===== src/design/rsar_pkg.sv =====
`timescale 1ns / 1ps
`default_nettype none

package rsar_pkg;

	// Fixed field widths of the item and configuration formats.
	localparam int ATTR_BITS = 16;
	localparam int LEN_BITS  = 5;
	localparam int PCT_BITS  = 7;
	localparam int CMD_BITS  = 2;
	localparam int WID_BITS  = 32;
	localparam int REG_BITS  = 3;
	localparam int NUM_ATTR  = 3;

	localparam int unsigned PCT_FULL  = 100;
	localparam int unsigned ATTR_FULL = 65535;

	// Full scale split as whole steps per percent plus a remainder per percent.
	localparam int unsigned ATTR_STEP = ATTR_FULL / PCT_FULL;
	localparam int unsigned ATTR_REM  = ATTR_FULL % PCT_FULL;
	// Reciprocal of one hundred as 1311 / 2^17, exact for numerators up to 3500.
	localparam int unsigned PCT_RECIP       = 1311;
	localparam int unsigned PCT_RECIP_SHIFT = 17;

	// Item command codes.
	localparam logic [CMD_BITS-1:0] CMD_FOCUS  = 2'd0;
	localparam logic [CMD_BITS-1:0] CMD_QUERY  = 2'd1;
	localparam logic [CMD_BITS-1:0] CMD_REMOVE = 2'd2;

	// Configuration register indexes.
	localparam logic [REG_BITS-1:0] REG_LIST_LENGTH = 3'd0;
	localparam logic [REG_BITS-1:0] REG_RAMP_START  = 3'd1;
	localparam logic [REG_BITS-1:0] REG_MIN_OPACITY = 3'd2;
	localparam logic [REG_BITS-1:0] REG_MAX_OPACITY = 3'd3;
	localparam logic [REG_BITS-1:0] REG_MIN_BRIGHT  = 3'd4;
	localparam logic [REG_BITS-1:0] REG_MAX_BRIGHT  = 3'd5;
	localparam logic [REG_BITS-1:0] REG_MIN_SAT     = 3'd6;
	localparam logic [REG_BITS-1:0] REG_MAX_SAT     = 3'd7;

	// Register values after reset.
	localparam logic [LEN_BITS-1:0] RST_LIST_LENGTH = 5'd5;
	localparam logic [LEN_BITS-1:0] RST_RAMP_START  = 5'd1;
	localparam logic [PCT_BITS-1:0] RST_MIN_OPACITY = 7'd70;
	localparam logic [PCT_BITS-1:0] RST_MAX_OPACITY = 7'd100;
	localparam logic [PCT_BITS-1:0] RST_MIN_BRIGHT  = 7'd90;
	localparam logic [PCT_BITS-1:0] RST_MAX_BRIGHT  = 7'd100;
	localparam logic [PCT_BITS-1:0] RST_MIN_SAT     = 7'd100;
	localparam logic [PCT_BITS-1:0] RST_MAX_SAT     = 7'd100;

	typedef struct packed {
		logic [CMD_BITS-1:0] cmd;
		logic [WID_BITS-1:0] window_id;
		logic                eligible;
	} in_item_t;

	typedef struct packed {
		logic                 applies;
		logic [LEN_BITS-1:0]  position;
		logic [ATTR_BITS-1:0] opacity;
		logic [ATTR_BITS-1:0] brightness;
		logic [ATTR_BITS-1:0] saturation;
		logic                 moved;
	} out_item_t;

	// What the list has to do for the item that was loaded.
	typedef enum logic [1:0] {
		OP_NONE,
		OP_ROLL,
		OP_PACK,
		OP_FIND
	} op_t;

	// Per-cycle command from the controller to the list datapath.
	typedef enum logic [2:0] {
		LC_IDLE,
		LC_LOAD,
		LC_ROLL,
		LC_PACK,
		LC_FILL,
		LC_FIND
	} lcmd_t;

	typedef enum logic [3:0] {
		ST_IDLE,
		ST_OPSEL,
		ST_ROLL,
		ST_PACK,
		ST_FILL,
		ST_FIND,
		ST_DIVW,
		ST_MUL,
		ST_EMIT
	} ctrl_state_t;

	typedef struct packed {
		op_t  op;
		logic last;
		logic fill_needed;
	} list_sts_t;

	typedef struct packed {
		logic                applies;
		logic                moved;
		logic [LEN_BITS-1:0] pos;
	} list_res_t;

	typedef struct packed {
		logic start;
		logic mul;
		logic load;
	} ramp_cmd_t;

	typedef struct packed {
		logic div_done;
		logic out_free;
	} ramp_sts_t;

	typedef struct packed {
		logic [LEN_BITS-1:0]                n;
		logic [LEN_BITS-1:0]                start_pos;
		logic [LEN_BITS-1:0]                span;
		logic [NUM_ATTR-1:0][PCT_BITS-1:0]  pct_min;
		logic [NUM_ATTR-1:0][PCT_BITS-1:0]  pct_max;
	} ramp_cfg_t;

	// Percent to full-scale attribute, saturating above one hundred percent.
	// The product p*65535/100 is formed as p*655 plus the truncated p*35/100.
	function automatic logic [ATTR_BITS-1:0] pct_scale(input logic [PCT_BITS-1:0] p);
		logic [PCT_BITS-1:0] ps;
		logic [11:0]         rest;
		logic [22:0]         rest_q;
		ps     = (p > PCT_BITS'(PCT_FULL)) ? PCT_BITS'(PCT_FULL) : p;
		rest   = 12'(ps) * 12'(ATTR_REM);
		rest_q = 23'(rest) * 23'(PCT_RECIP);
		return ATTR_BITS'(16'(ps) * 16'(ATTR_STEP) + 16'(rest_q >> PCT_RECIP_SHIFT));
	endfunction

endpackage

`default_nettype wire


===== src/design/recency_stack_attribute_ramp_top.sv =====
`timescale 1ns / 1ps
`default_nettype none

// Flow: an accepted item starts the 16-step ramp dividers and is loaded into the list,
// which is walked as needed; the step is then scaled by the position and emitted.
// A focus walks up to list_length+1 slots, a query up to list_length, and a remove
// that compacts and zero-fills the list up to 2*list_length.
// Input: the next item is taken only once the previous result is in the output register.
// Reset: asynchronous, active low; registers return to their defaults and the list
// is cleared at once, with no clearing pass.

module recency_stack_attribute_ramp_top
	import rsar_pkg::*;
#(
	parameter int MAX_ENTRIES = 16,
	parameter int ID_BITS     = 32
) (
	input  logic                clk,
	input  logic                arst_n,
	input  logic                in_valid,
	output logic                in_stall,
	input  in_item_t            in_item,
	output logic                out_valid,
	input  logic                out_stall,
	output out_item_t           out_item,
	input  logic                cfg_wr_en,
	input  logic [REG_BITS-1:0] cfg_addr,
	input  logic [PCT_BITS-1:0] cfg_wdata
);

	// The list length register cannot name more slots than its field holds, so the
	// stored list never needs more than that many entries plus the overflow slot.
	localparam int LEN_CAP   = (1 << LEN_BITS) - 1;
	localparam int MAX_LEN_I = (MAX_ENTRIES > LEN_CAP) ? LEN_CAP : MAX_ENTRIES;
	localparam logic [LEN_BITS-1:0] MAX_LEN = LEN_BITS'(MAX_LEN_I);
	localparam int DEPTH = MAX_LEN_I + 1;
	// Ids wider than the item field carry zeros in their upper bits, so they are not stored.
	localparam int ID_W = (ID_BITS < WID_BITS) ? ID_BITS : WID_BITS;

	logic [LEN_BITS-1:0]               len_q;
	logic [LEN_BITS-1:0]               start_q;
	logic [NUM_ATTR-1:0][PCT_BITS-1:0] pct_min_q;
	logic [NUM_ATTR-1:0][PCT_BITS-1:0] pct_max_q;

	logic [LEN_BITS-1:0] n;
	logic [LEN_BITS-1:0] rs;
	logic [LEN_BITS-1:0] rs_m1;
	logic [LEN_BITS-1:0] start_pos;

	list_sts_t lsts;
	list_res_t lres;
	ramp_sts_t rsts;
	ramp_cmd_t rcmd;
	ramp_cfg_t rcfg;
	lcmd_t     lcmd;

	// Configuration register file. Writes must arrive only while no item is in flight;
	// the block does not enforce this, and the list and ramp logic read these registers directly.
	always_ff @(posedge clk or negedge arst_n) begin
		if (!arst_n) begin
			len_q        <= RST_LIST_LENGTH;
			start_q      <= RST_RAMP_START;
			pct_min_q[0] <= RST_MIN_OPACITY;
			pct_max_q[0] <= RST_MAX_OPACITY;
			pct_min_q[1] <= RST_MIN_BRIGHT;
			pct_max_q[1] <= RST_MAX_BRIGHT;
			pct_min_q[2] <= RST_MIN_SAT;
			pct_max_q[2] <= RST_MAX_SAT;
		end else if (cfg_wr_en) begin
			unique case (cfg_addr)
				REG_LIST_LENGTH: len_q        <= cfg_wdata[LEN_BITS-1:0];
				REG_RAMP_START:  start_q      <= cfg_wdata[LEN_BITS-1:0];
				REG_MIN_OPACITY: pct_min_q[0] <= cfg_wdata;
				REG_MAX_OPACITY: pct_max_q[0] <= cfg_wdata;
				REG_MIN_BRIGHT:  pct_min_q[1] <= cfg_wdata;
				REG_MAX_BRIGHT:  pct_max_q[1] <= cfg_wdata;
				REG_MIN_SAT:     pct_min_q[2] <= cfg_wdata;
				REG_MAX_SAT:     pct_max_q[2] <= cfg_wdata;
				default: begin
				end
			endcase
		end
	end

	// Effective list length and ramp start. Zero acts as one for either; a length
	// past the table is cut to its size; a start past the list goes to the last tracked slot.
	always_comb begin
		if (len_q == '0) begin
			n = LEN_BITS'(1);
		end else if (len_q > MAX_LEN) begin
			n = MAX_LEN;
		end else begin
			n = len_q;
		end
		rs        = (start_q == '0) ? LEN_BITS'(1) : start_q;
		rs_m1     = rs - LEN_BITS'(1);
		start_pos = (rs_m1 >= n) ? n - LEN_BITS'(1) : rs_m1;
	end

	assign rcfg.n         = n;
	assign rcfg.start_pos = start_pos;
	assign rcfg.span      = n - start_pos;
	assign rcfg.pct_min   = pct_min_q;
	assign rcfg.pct_max   = pct_max_q;

	// The controller sequences each item: load, the list walk if one is needed, wait for
	// the ramp step, scale it by the position, and hand the result to the output register.
	rsar_ctrl u_ctrl (
		.clk      (clk),
		.arst_n   (arst_n),
		.in_valid (in_valid),
		.in_stall (in_stall),
		.lsts     (lsts),
		.rsts     (rsts),
		.lcmd     (lcmd),
		.rcmd     (rcmd)
	);

	// Recency list: one slot is read and at most one written per cycle.
	rsar_list #(
		.DEPTH (DEPTH),
		.ID_W  (ID_W)
	) u_list (
		.clk     (clk),
		.arst_n  (arst_n),
		.lcmd    (lcmd),
		.in_item (in_item),
		.n       (n),
		.sts     (lsts),
		.res     (lres)
	);

	// Ramp dividers, position multiply and the output register. The output register
	// decouples the result from the input side, so a new item may be taken while
	// the previous result is still stalled.
	rsar_ramp u_ramp (
		.clk       (clk),
		.arst_n    (arst_n),
		.rcmd      (rcmd),
		.cfg       (rcfg),
		.res       (lres),
		.out_stall (out_stall),
		.sts       (rsts),
		.out_valid (out_valid),
		.out_item  (out_item)
	);

endmodule

`default_nettype wire


===== src/design/rsar_list.sv =====
`timescale 1ns / 1ps
`default_nettype none

module rsar_list
	import rsar_pkg::*;
#(
	parameter int DEPTH = 17,
	parameter int ID_W  = 32
) (
	input  logic                clk,
	input  logic                arst_n,
	input  lcmd_t               lcmd,
	input  in_item_t            in_item,
	input  logic [LEN_BITS-1:0] n,
	output list_sts_t           sts,
	output list_res_t           res
);

	localparam int IW = $clog2(DEPTH);

	logic [ID_W-1:0]     list_q [DEPTH];
	logic [ID_W-1:0]     id_q;
	logic [ID_W-1:0]     carry_q;
	logic [ID_W-1:0]     cur;
	logic [ID_W-1:0]     in_id;
	logic [LEN_BITS-1:0] rd_q;
	logic [LEN_BITS-1:0] wr_q;
	logic [LEN_BITS-1:0] wr_nx;
	logic [LEN_BITS-1:0] pos_q;
	op_t                 op_q;
	op_t                 in_op;
	logic                applies_q;
	logic                moved_q;
	logic                hit;
	logic [IW-1:0]       rd_idx;
	logic [IW-1:0]       wr_idx;

	assign in_id  = in_item.window_id[ID_W-1:0];
	assign rd_idx = rd_q[IW-1:0];
	assign wr_idx = wr_q[IW-1:0];
	assign cur    = list_q[rd_idx];
	assign hit    = (cur == id_q);
	assign wr_nx  = hit ? wr_q : wr_q + LEN_BITS'(1);

	always_comb begin
		if (in_id == '0) begin
			in_op = OP_NONE;
		end else if (in_item.cmd == CMD_FOCUS && in_item.eligible) begin
			in_op = OP_ROLL;
		end else if (in_item.cmd == CMD_REMOVE) begin
			in_op = OP_PACK;
		end else begin
			in_op = OP_FIND;
		end
	end

	always_comb begin
		sts.op          = op_q;
		sts.fill_needed = (wr_nx != n);
		unique case (lcmd)
			LC_ROLL: sts.last = (rd_q == n) || hit;
			LC_PACK: sts.last = (rd_q == n - LEN_BITS'(1));
			LC_FILL: sts.last = (wr_q == n - LEN_BITS'(1));
			LC_FIND: sts.last = hit || (rd_q == n - LEN_BITS'(1));
			LC_IDLE, LC_LOAD: sts.last = 1'b0;
			default: sts.last = 1'b0;
		endcase
	end

	assign res.applies = applies_q;
	assign res.moved   = moved_q;
	assign res.pos     = pos_q;

	always_ff @(posedge clk or negedge arst_n) begin
		if (!arst_n) begin
			for (int i = 0; i < DEPTH; i++) begin
				list_q[i] <= '0;
			end
			rd_q      <= '0;
			wr_q      <= '0;
			op_q      <= OP_NONE;
			applies_q <= 1'b0;
			moved_q   <= 1'b0;
			pos_q     <= '0;
			id_q      <= '0;
			carry_q   <= '0;
		end else begin
			unique case (lcmd)
				LC_LOAD: begin
					rd_q      <= '0;
					wr_q      <= '0;
					id_q      <= in_id;
					carry_q   <= in_id;
					op_q      <= in_op;
					applies_q <= in_item.eligible && (in_id != '0);
					moved_q   <= 1'b0;
					pos_q     <= (in_op == OP_ROLL) ? '0 : n;
				end
				LC_ROLL: begin
					// Each slot takes the id above it until the old copy is overwritten.
					list_q[rd_idx] <= carry_q;
					carry_q        <= cur;
					rd_q           <= rd_q + LEN_BITS'(1);
					if ((rd_q == n) || hit) begin
						moved_q <= (rd_q != '0);
					end
				end
				LC_PACK: begin
					if (!hit) begin
						list_q[wr_idx] <= cur;
					end
					wr_q <= wr_nx;
					rd_q <= rd_q + LEN_BITS'(1);
				end
				LC_FILL: begin
					list_q[wr_idx] <= '0;
					wr_q           <= wr_q + LEN_BITS'(1);
				end
				LC_FIND: begin
					if (hit) begin
						pos_q <= rd_q;
					end
					rd_q <= rd_q + LEN_BITS'(1);
				end
				LC_IDLE: begin
				end
				default: begin
				end
			endcase
		end
	end

endmodule

`default_nettype wire


===== src/design/rsar_ramp.sv =====
`timescale 1ns / 1ps
`default_nettype none

module rsar_ramp
	import rsar_pkg::*;
(
	input  logic      clk,
	input  logic      arst_n,
	input  ramp_cmd_t rcmd,
	input  ramp_cfg_t cfg,
	input  list_res_t res,
	input  logic      out_stall,
	output ramp_sts_t sts,
	output logic      out_valid,
	output out_item_t out_item
);

	localparam int CNT_BITS = $clog2(ATTR_BITS);
	localparam int PROD_BITS = ATTR_BITS + LEN_BITS;

	logic [ATTR_BITS-1:0] mn_w   [NUM_ATTR];
	logic [ATTR_BITS-1:0] mx_w   [NUM_ATTR];
	logic [ATTR_BITS-1:0] diff_w [NUM_ATTR];
	logic [ATTR_BITS-1:0] attr   [NUM_ATTR];
	logic [PROD_BITS-1:0] prod   [NUM_ATTR];
	logic [LEN_BITS:0]    trial  [NUM_ATTR];
	logic [ATTR_BITS-1:0] mx_q   [NUM_ATTR];
	logic [ATTR_BITS-1:0] quo_q  [NUM_ATTR];
	logic [ATTR_BITS-1:0] d_q    [NUM_ATTR];
	logic [LEN_BITS-1:0]  rem_q  [NUM_ATTR];
	logic [NUM_ATTR-1:0]  down_q;
	logic [LEN_BITS:0]    span_x;
	logic [LEN_BITS-1:0]  dpos;
	logic [CNT_BITS-1:0]  cnt_q;
	logic                 busy_q;
	logic                 inr_q;
	logic                 out_valid_q;
	out_item_t            out_item_q;

	assign span_x = {1'b0, cfg.span};
	assign dpos   = res.pos - cfg.start_pos;

	always_comb begin
		for (int a = 0; a < NUM_ATTR; a++) begin
			mn_w[a]   = pct_scale(cfg.pct_min[a]);
			mx_w[a]   = pct_scale(cfg.pct_max[a]);
			diff_w[a] = (mx_w[a] >= mn_w[a]) ? mx_w[a] - mn_w[a] : mn_w[a] - mx_w[a];
			trial[a]  = {rem_q[a], quo_q[a][ATTR_BITS-1]};
			prod[a]   = PROD_BITS'(quo_q[a]) * PROD_BITS'(dpos);
			if (!res.applies) begin
				attr[a] = '0;
			end else if (!inr_q) begin
				attr[a] = mx_q[a];
			end else if (down_q[a]) begin
				attr[a] = mx_q[a] - d_q[a];
			end else begin
				attr[a] = mx_q[a] + d_q[a];
			end
		end
	end

	assign sts.div_done = !busy_q;
	assign sts.out_free = !out_valid_q || !out_stall;
	assign out_valid    = out_valid_q;
	assign out_item     = out_item_q;

	always_ff @(posedge clk or negedge arst_n) begin
		if (!arst_n) begin
			busy_q      <= 1'b0;
			cnt_q       <= '0;
			out_valid_q <= 1'b0;
		end else begin
			if (rcmd.start) begin
				busy_q <= 1'b1;
				cnt_q  <= '0;
			end else if (busy_q) begin
				cnt_q <= cnt_q + CNT_BITS'(1);
				if (cnt_q == '1) begin
					busy_q <= 1'b0;
				end
			end
			if (rcmd.load) begin
				out_valid_q <= 1'b1;
			end else if (!out_stall) begin
				out_valid_q <= 1'b0;
			end
		end
	end

	// Three restoring dividers run side by side, one quotient bit per cycle.
	always_ff @(posedge clk) begin
		for (int a = 0; a < NUM_ATTR; a++) begin
			if (rcmd.start) begin
				mx_q[a]   <= mx_w[a];
				down_q[a] <= (mx_w[a] >= mn_w[a]);
				quo_q[a]  <= diff_w[a];
				rem_q[a]  <= '0;
			end else if (busy_q) begin
				if (trial[a] >= span_x) begin
					rem_q[a] <= LEN_BITS'(trial[a] - span_x);
					quo_q[a] <= {quo_q[a][ATTR_BITS-2:0], 1'b1};
				end else begin
					rem_q[a] <= trial[a][LEN_BITS-1:0];
					quo_q[a] <= {quo_q[a][ATTR_BITS-2:0], 1'b0};
				end
			end
			if (rcmd.mul) begin
				d_q[a] <= prod[a][ATTR_BITS-1:0];
			end
		end
		if (rcmd.mul) begin
			inr_q <= (res.pos >= cfg.start_pos);
		end
		if (rcmd.load) begin
			out_item_q.applies    <= res.applies;
			out_item_q.position   <= res.pos;
			out_item_q.opacity    <= attr[0];
			out_item_q.brightness <= attr[1];
			out_item_q.saturation <= attr[2];
			out_item_q.moved      <= res.moved;
		end
	end

	a_mul_after_div: assert property (@(posedge clk) disable iff (!arst_n)
		rcmd.mul |-> sts.div_done)
		else $error("ramp step used before the division finished");

	a_load_when_free: assert property (@(posedge clk) disable iff (!arst_n)
		rcmd.load |-> (!out_valid_q || !out_stall))
		else $error("result register overwritten while stalled");

	a_zero_attr: assert property (@(posedge clk) disable iff (!arst_n)
		(out_valid_q && !out_item_q.applies) |->
		(out_item_q.opacity == '0 && out_item_q.brightness == '0 &&
		 out_item_q.saturation == '0))
		else $error("attributes nonzero for an item that does not apply");

	a_moved_front: assert property (@(posedge clk) disable iff (!arst_n)
		(out_valid_q && out_item_q.moved) |->
		(out_item_q.position == '0 && out_item_q.applies))
		else $error("moved item not reported at the front");

	a_pos_range: assert property (@(posedge clk) disable iff (!arst_n)
		out_valid_q |-> (out_item_q.position <= cfg.n))
		else $error("position beyond list length");

endmodule

`default_nettype wire


===== src/design/rsar_ctrl.sv =====
`timescale 1ns / 1ps
`default_nettype none

module rsar_ctrl
	import rsar_pkg::*;
(
	input  logic      clk,
	input  logic      arst_n,
	input  logic      in_valid,
	output logic      in_stall,
	input  list_sts_t lsts,
	input  ramp_sts_t rsts,
	output lcmd_t     lcmd,
	output ramp_cmd_t rcmd
);

	ctrl_state_t state_q;
	ctrl_state_t state_d;

	always_ff @(posedge clk or negedge arst_n) begin
		if (!arst_n) begin
			state_q <= ST_IDLE;
		end else begin
			state_q <= state_d;
		end
	end

	always_comb begin
		state_d = state_q;
		unique case (state_q)
			ST_IDLE: begin
				if (in_valid) begin
					state_d = ST_OPSEL;
				end
			end
			ST_OPSEL: begin
				unique case (lsts.op)
					OP_ROLL: state_d = ST_ROLL;
					OP_PACK: state_d = ST_PACK;
					OP_FIND: state_d = ST_FIND;
					OP_NONE: state_d = ST_DIVW;
					default: state_d = ST_DIVW;
				endcase
			end
			ST_ROLL, ST_FILL, ST_FIND: begin
				if (lsts.last) begin
					state_d = ST_DIVW;
				end
			end
			ST_PACK: begin
				if (lsts.last) begin
					state_d = lsts.fill_needed ? ST_FILL : ST_DIVW;
				end
			end
			ST_DIVW: begin
				if (rsts.div_done) begin
					state_d = ST_MUL;
				end
			end
			ST_MUL: begin
				state_d = ST_EMIT;
			end
			ST_EMIT: begin
				if (rsts.out_free) begin
					state_d = ST_IDLE;
				end
			end
			default: state_d = ST_IDLE;
		endcase
	end

	always_comb begin
		in_stall = 1'b1;
		lcmd     = LC_IDLE;
		rcmd     = '0;
		unique case (state_q)
			ST_IDLE: begin
				in_stall = 1'b0;
				if (in_valid) begin
					lcmd       = LC_LOAD;
					rcmd.start = 1'b1;
				end
			end
			ST_ROLL: lcmd = LC_ROLL;
			ST_PACK: lcmd = LC_PACK;
			ST_FILL: lcmd = LC_FILL;
			ST_FIND: lcmd = LC_FIND;
			ST_MUL:  rcmd.mul = 1'b1;
			ST_EMIT: rcmd.load = rsts.out_free;
			ST_OPSEL, ST_DIVW: begin
			end
			default: begin
			end
		endcase
	end

endmodule

`default_nettype wire


===== config.mk =====
export PLATFORM = sky130hd
export DESIGN_NAME = recency_stack_attribute_ramp_top
export DESIGN_NICKNAME = d
export VERILOG_FILES = /design/src/design/rsar_pkg.sv /design/src/design/recency_stack_attribute_ramp_top.sv /design/src/design/rsar_list.sv /design/src/design/rsar_ramp.sv /design/src/design/rsar_ctrl.sv
export SDC_FILE = /design/constraint.sdc
export NUM_CORES = 2
export LEC_CHECK = 0
export ABC_AREA = 1
export ABC_CLOCK_PERIOD_IN_PS = 16700
export BUFFER_PORTS_ARGS = -buffer_cell sky130_fd_sc_hd__buf_2
export CAP_MARGIN = 20
export CORE_MARGIN = 1.5
export CORE_UTILIZATION = 50
export CTS_CLUSTER_DIAMETER = 80
export CTS_CLUSTER_SIZE = 40
export DETAILED_ROUTE_END_ITERATION = 10
export HOLD_SLACK_MARGIN = 0.08
export PLACE_DENSITY = 0.64
export SLEW_MARGIN = 20
export SYNTH_ARGS = -nofsm -noshare
export SYNTH_HDL_FRONTEND = slang
export SYNTH_SLANG_ARGS = --single-unit

===== constraint.sdc =====
create_clock -name clk -period 16.7 [get_ports clk]
set_input_delay 1.67 -clock clk [delete_from_list [all_inputs] [get_ports clk]]
set_output_delay 1.67 -clock clk [all_outputs]
set_load 0.02 [all_outputs]

Word-level counts from Yosys, hierarchy flattened
Memories as Yosys holds them, arrays and structs flattened.
Cells that the tools add are included.
- multiplexer cells: 105
- reductions and logical operators: 38
- multipliers: 21
- shift-type cells: 0
- add/sub/neg operators: 28
- bitwise logic cells: 16
- div/mod/pow operators: 0
- equal/unequal tests: 40
- magnitude comparators: 19
- operators with widths (cell ; number):
    case mux 544 bit (3 select lines) ; 1
    bitwise mux 544 bit ; 2
    AND 544 bit ; 1
    two-way mux 544 bit ; 1
    inverter 544 bit ; 1
    demux 32 bit (select 5 bit) ; 2
    two-way mux 16 bit ; 15
    binary-select mux 32 bit (select 5 bit) ; 1
    subtractor 16 bit ; 9
    multiplier 12 x 11 -> 23 bit (second input constant) ; 6
    two-way mux 32 bit ; 4
    adder 16 x 6 -> 16 bit ; 6
    multiplier 7 x 10 -> 16 bit (second input constant) ; 6
    multiplier 7 x 6 -> 12 bit (second input constant) ; 6
    two-way mux 5 bit ; 13
    case mux 32 bit (2 select lines) ; 1
    adder 16 bit ; 3
    >= comparator 16 bit ; 3
    multiplier 16 x 5 -> 16 bit ; 3
    > comparator 7 bit (second input constant) ; 6
    two-way mux 7 bit ; 6
    two-way mux 1 bit ; 41
    equality test 32 bit ; 1
    logical NOT 32 bit ; 1
    47 further kinds ; 128
- memory bits (writable): 159
- bits in latches: 0
- word-level logic and storage cells: 316
- memories: 4
- bits in registers: 748
- memory bits (read-only): 0
- output and inout port bits: 57
- memory list (name ; depth ; bits a word ; rd ports ; clocked after Yosys merged registers in ; wr ports ; RTL line ; source):
    u_ramp.d_q ; 3 ; 16 ; 3 ; 0 ; 3 ; rsar_ramp.sv:29 ; logic [ATTR_BITS-1:0] d_q [NUM_ATTR];
    u_ramp.mx_q ; 3 ; 16 ; 3 ; 0 ; 3 ; rsar_ramp.sv:27 ; logic [ATTR_BITS-1:0] mx_q [NUM_ATTR];
    u_ramp.quo_q ; 3 ; 16 ; 3 ; 0 ; 3 ; rsar_ramp.sv:28 ; logic [ATTR_BITS-1:0] quo_q [NUM_ATTR];
    u_ramp.rem_q ; 3 ; 5 ; 3 ; 0 ; 3 ; rsar_ramp.sv:30 ; logic [LEN_BITS-1:0] rem_q [NUM_ATTR];

Logic depth before layout (Yosys ltp)
- depth after elaboration: 13
- depth in mapped cells: 73

Cells and area by module
From an unflattened synthesis, not the netlist that was laid out.
- cells, all modules: 13149
- area total of the unflattened synthesis: 97918.9 sq um
- by module, submodules not included (module ; cells an instance ; area an instance (sq um) ; times used ; sequential area each (sq um)):
    rsar_ramp ; 7010 ; 53462.5 ; 1 ; 6696.4
    rsar_list ; 5755 ; 41471.0 ; 1 ; 15690.0
    recency_stack_attribute_ramp_top ; 307 ; 2538.7 ; 1 ; 1328.8
    rsar_ctrl ; 77 ; 446.7 ; 1 ; 100.1

Worst setup path before layout
No wires, ideal clock.
- path type: reg2reg
- from: reg pct_max_q[0] in the netlist's numbering
- to: mem u_ramp.quo_q[0][11], data pin
- cell stages (with the launch flop): 62
- slack: 3972 ps
- data arrival time: 12465 ps
- buffers on the path: 1
- cell sequence: dfrtp_1 > o21ai_0 > nand3_1 > nand3_1 > inv_1 > nor2_1 > ha_1 > ha_1 > fa_1 > ha_1 > nand2_1 > o21ai_0 > a21oi_1 > o21bai_1 > xor2_1 > inv_1 > fa_1 > inv_1 > [... 26 more ...] > o21bai_1 > a21oi_1 > o21bai_1 > a21oi_1 > o21bai_1 > xor2_1 > inv_1 > ha_1 > nand2_1 > nor3_1 > nand2_1 > nand3_1 > buf_1 > nand2_1 > a22o_1 > xor2_1 > nand2_1 > o21ai_0
- RTL lines (item ; RTL line ; source):
    start, declared ; recency_stack_attribute_ramp_top.sv:43 ; logic [NUM_ATTR-1:0][PCT_BITS-1:0] pct_max_q;
    end, declared ; rsar_ramp.sv:28 ;

==> out/summary.txt <==
DRC: 0
WP data arrival: 15.64 ns
P&R area growth vs syn: 4.86%
Die ar.: 188000 sq um
ranking of synthesized cells by area: dfrtp_1, ha_1, nand2_1, fa_1, inv_1
max_cap viols: 0
Tot GR Track Use: 31.7%
TritonCTS buffer count: 67
CP Capture Type: flip-flop
Post-Syn Nets: 13.7k
# rows: 157
clk_lat worst skew: 0.76 ns
number of port buffers: 106
Hold-fix buffers, CTS: 0
Post-synth EDFFs: 218
library cells used by synthesis: 67
TNS Setup: 0 ns
Pins Over Slew Limit: 0
pin count of the biggest net entering global routing: 220
Ys Warns: 0
Worst Skew: 0.0633 ns
drt initial violations: 8327
flop2flop setup slack: 1.51 ns
number of fill cells in the layout: 17.5k
routing usage on met1: 44.2%
Clock Sink Count: 907
Worst setup SP type: flip-flop
Worst EP required: 17.14 ns
first-pass GRT wire length: 467000 um
Initial Util: 50.4%
Final Hold Vio Count: 0
Worst Tran Pin Value: 1.38 ns
ys async rst share: 76.0%
die height: 433 um
post-synthesis register bit count: 907
Mean Syn Cell Area: 7.72 sq um
max_slew headroom: 8.29%
share of layout cells above drive strength 1: 6.86%
Clock Tree Root: clkbuf_16
GP Congestion: 0.956
outcome: completed
Worst R2R Path Depth: 63
CP most frequent cell: inv_1
Post-Route WL: 299000 um
Hold Path Sink: u_ramp.out_item[49]
top cell type's share of synthesized area: 18.0%
antenna violations before repair: 8
RR Startpoint: pct_max_q[1]
CP Class: flip-flop to flip-flop
total grt overflow: 0
DP Wirelength: 202000 um
main flop type after synthesis: dfrtp_1
via count of the first global-routing pass: 80.9k
Syn Inst Count: 12.0k
Final nets: 13.4k
Synth area leader: dfrtp_1
die width: 433 um
CP max stage delay: 0.71 ns
clock tree buffer depth: 3
WL/cell: 21.0 um
met3 Use GR: 5.67%
fin crit period: 15.19 ns
Min-Delay Startpoint: u_list.pos_q[0]
Final period util: 91.0%
Final ANT Viol Nets: 0
drt first pass iters: 6
most frequent cell after synthesis: nand2_1
core area: 184000 sq um
DR vias: 82.4k
cell area after synthesis: 92700 sq um
clock slew at reported path FFs: 0.10 ns
Worst Hold Depth: 0
post-DR vias/cell: 5.79
Slowest-stage cell, CP: nand3_1
Synth top cells by count: nand2_1, inv_1, o21ai_0
unrepaired setup endpoints after global routing: no
CTS resizes: 0
CTS tree: done
Setup-failing EPs final: 0
met2 Use GR: 48.8%
FMAX: 65.8 MHz
setup bufs post-CTS: 0
H-Tree Level Count: 3
CP max FO: 22
Hold Path Class: flip-flop to flip-flop
post-synthesis sequential area ratio: 25.7%
global route hottest layer: met2
worst r2r dst: u_ramp.quo_q[0][12]
# IOs: 107
## layout by cell type, fill, tap and decap left out, types with 19 or more instances in the layout
| cell type | netlist | layout |
|---|---|---|
| o21bai_1 | 38 | 38 |
| o21ai_0 | 1187 | 1187 |
| buf_4 | 13 | 102 |
| clkbuf_16 | 0 | 69 |
| edfxtp_1 | 218 | 218 |
| a21o_1 | 36 | 36 |
| o21a_1 | 22 | 22 |
| or2_2 | 19 | 19 |
| nor2_1 | 559 | 540 |
| o21ai_2 | 303 | 303 |
| inv_1 | 1996 | 1995 |
| dfrtp_1 | 667 | 664 |
| o21ai_1 | 19 | 19 |
| xor2_1 | 267 | 267 |
| nand4_1 | 24 | 24 |
| nand2_2 | 38 | 57 |
| a21oi_1 | 417 | 416 |
| o221ai_1 | 45 | 45 |
| ha_1 | 1159 | 1159 |
| nor2_4 | 1 | 22 |
| nand3_1 | 376 | 376 |
| clkinv_1 | 20 | 19 |
| nor3_1 | 58 | 57 |
| nand2_1 | 2648 | 2628 |
| buf_2 | 82 | 105 |
| fa_1 | 465 | 465 |
| o22ai_1 | 557 | 557 |
| dfstp_2 | 22 | 22 |
| xnor2_1 | 103 | 103 |
## logic make-up after synthesis
family / synth area share, %
AOI/OAI and AO/OA: 17.4
xor gates and xnor gates: 3.50
adders and majority gates: 25.7
buffers and inverters: 11.2
DFF: 25.7
muxes: 0.173
and+or+nand+nor: 16.3
## metal layers
layer,up-vias,share of wire [%]
li1,38483,-
met1,39551,43
met2,3619,44
met3,719,9.3
met4,2,4.0
met5,-,0.0044
## worst max path at each step
| stage | cells after the start | start | slack (ns) | endpoint |
|---|---|---|---|---|
| 6_report | 63 | pct_max_q[1] | 1.51 | u_ramp.quo_q[0][12] |
| 5_1_grt | 63 | pct_max_q[1] | 0.22 | u_ramp.quo_q[0][12] |
| 4_1_cts | 63 | pct_max_q[1] | 1.49 | u_ramp.quo_q[0][12] |
| 3_5_place_dp | 63 | pct_max_q[1] | 1.55 | u_ramp.quo_q[0][12] |
| 3_3_place_gp | 63 | pct_max_q[0] | 1.64 | u_ramp.quo_q[0][12] |
| 2_1_floorplan | 61 | pct_max_q[0] | 3.97 | u_ramp.quo_q[0][11] |
## worst max-delay path, delay by kind of cell, from the launching register on
family	cells	cell delay (ns)
xor+xnor	4	1.17
fa+ha+maj	15	6.11
simple gates	13	2.35
buf+inv	11	1.12
compound gates	20	3.80
flops	1	0.41
## through the flow
| stage | std cells | utilization, % | worst slack [ns] | hold WS, ns | cell area [sq um] |
|---|---|---|---|---|---|
| final | 14220 | 52.9 | 1.51 | 0.479 | 97200 |
| after global routing | 14218 | 52.9 | 0.222 | 0.490 | 97100 |
| after global placement | 14093 | 51.5 | 1.64 | 0.449 | 94600 |
| after detailed placement | 14094 | 51.5 | 1.55 | 0.458 | 94600 |
| after floorplan | 12000 | - | 3.97 | 0.425 | 92700 |
| after CTS | 14216 | 52.9 | 1.49 | 0.477 | 97100 |
## cell type report
| type | instances | area (sq um) | area share [%] |
|---|---|---|---|
| clock inverter | 51 | 728 | 0.750 |
| timing repair buffer | 213 | 1390 | 1.43 |
| clock buffer | 71 | 1740 | 1.80 |
| multi-input combinational | 8489 | 58800 | 60.5 |
| tap | 2464 | 3080 | 3.17 |
| inverter | 2022 | 7610 | 7.84 |
| sequential | 907 | 23800 | 24.5 |
| antenna | 3 | 7.51 | 0.00773 |
Power is left out: the tool's default activity adds up to more than one toggle a clock period on the data nets, which glitch-free logic cannot reach.
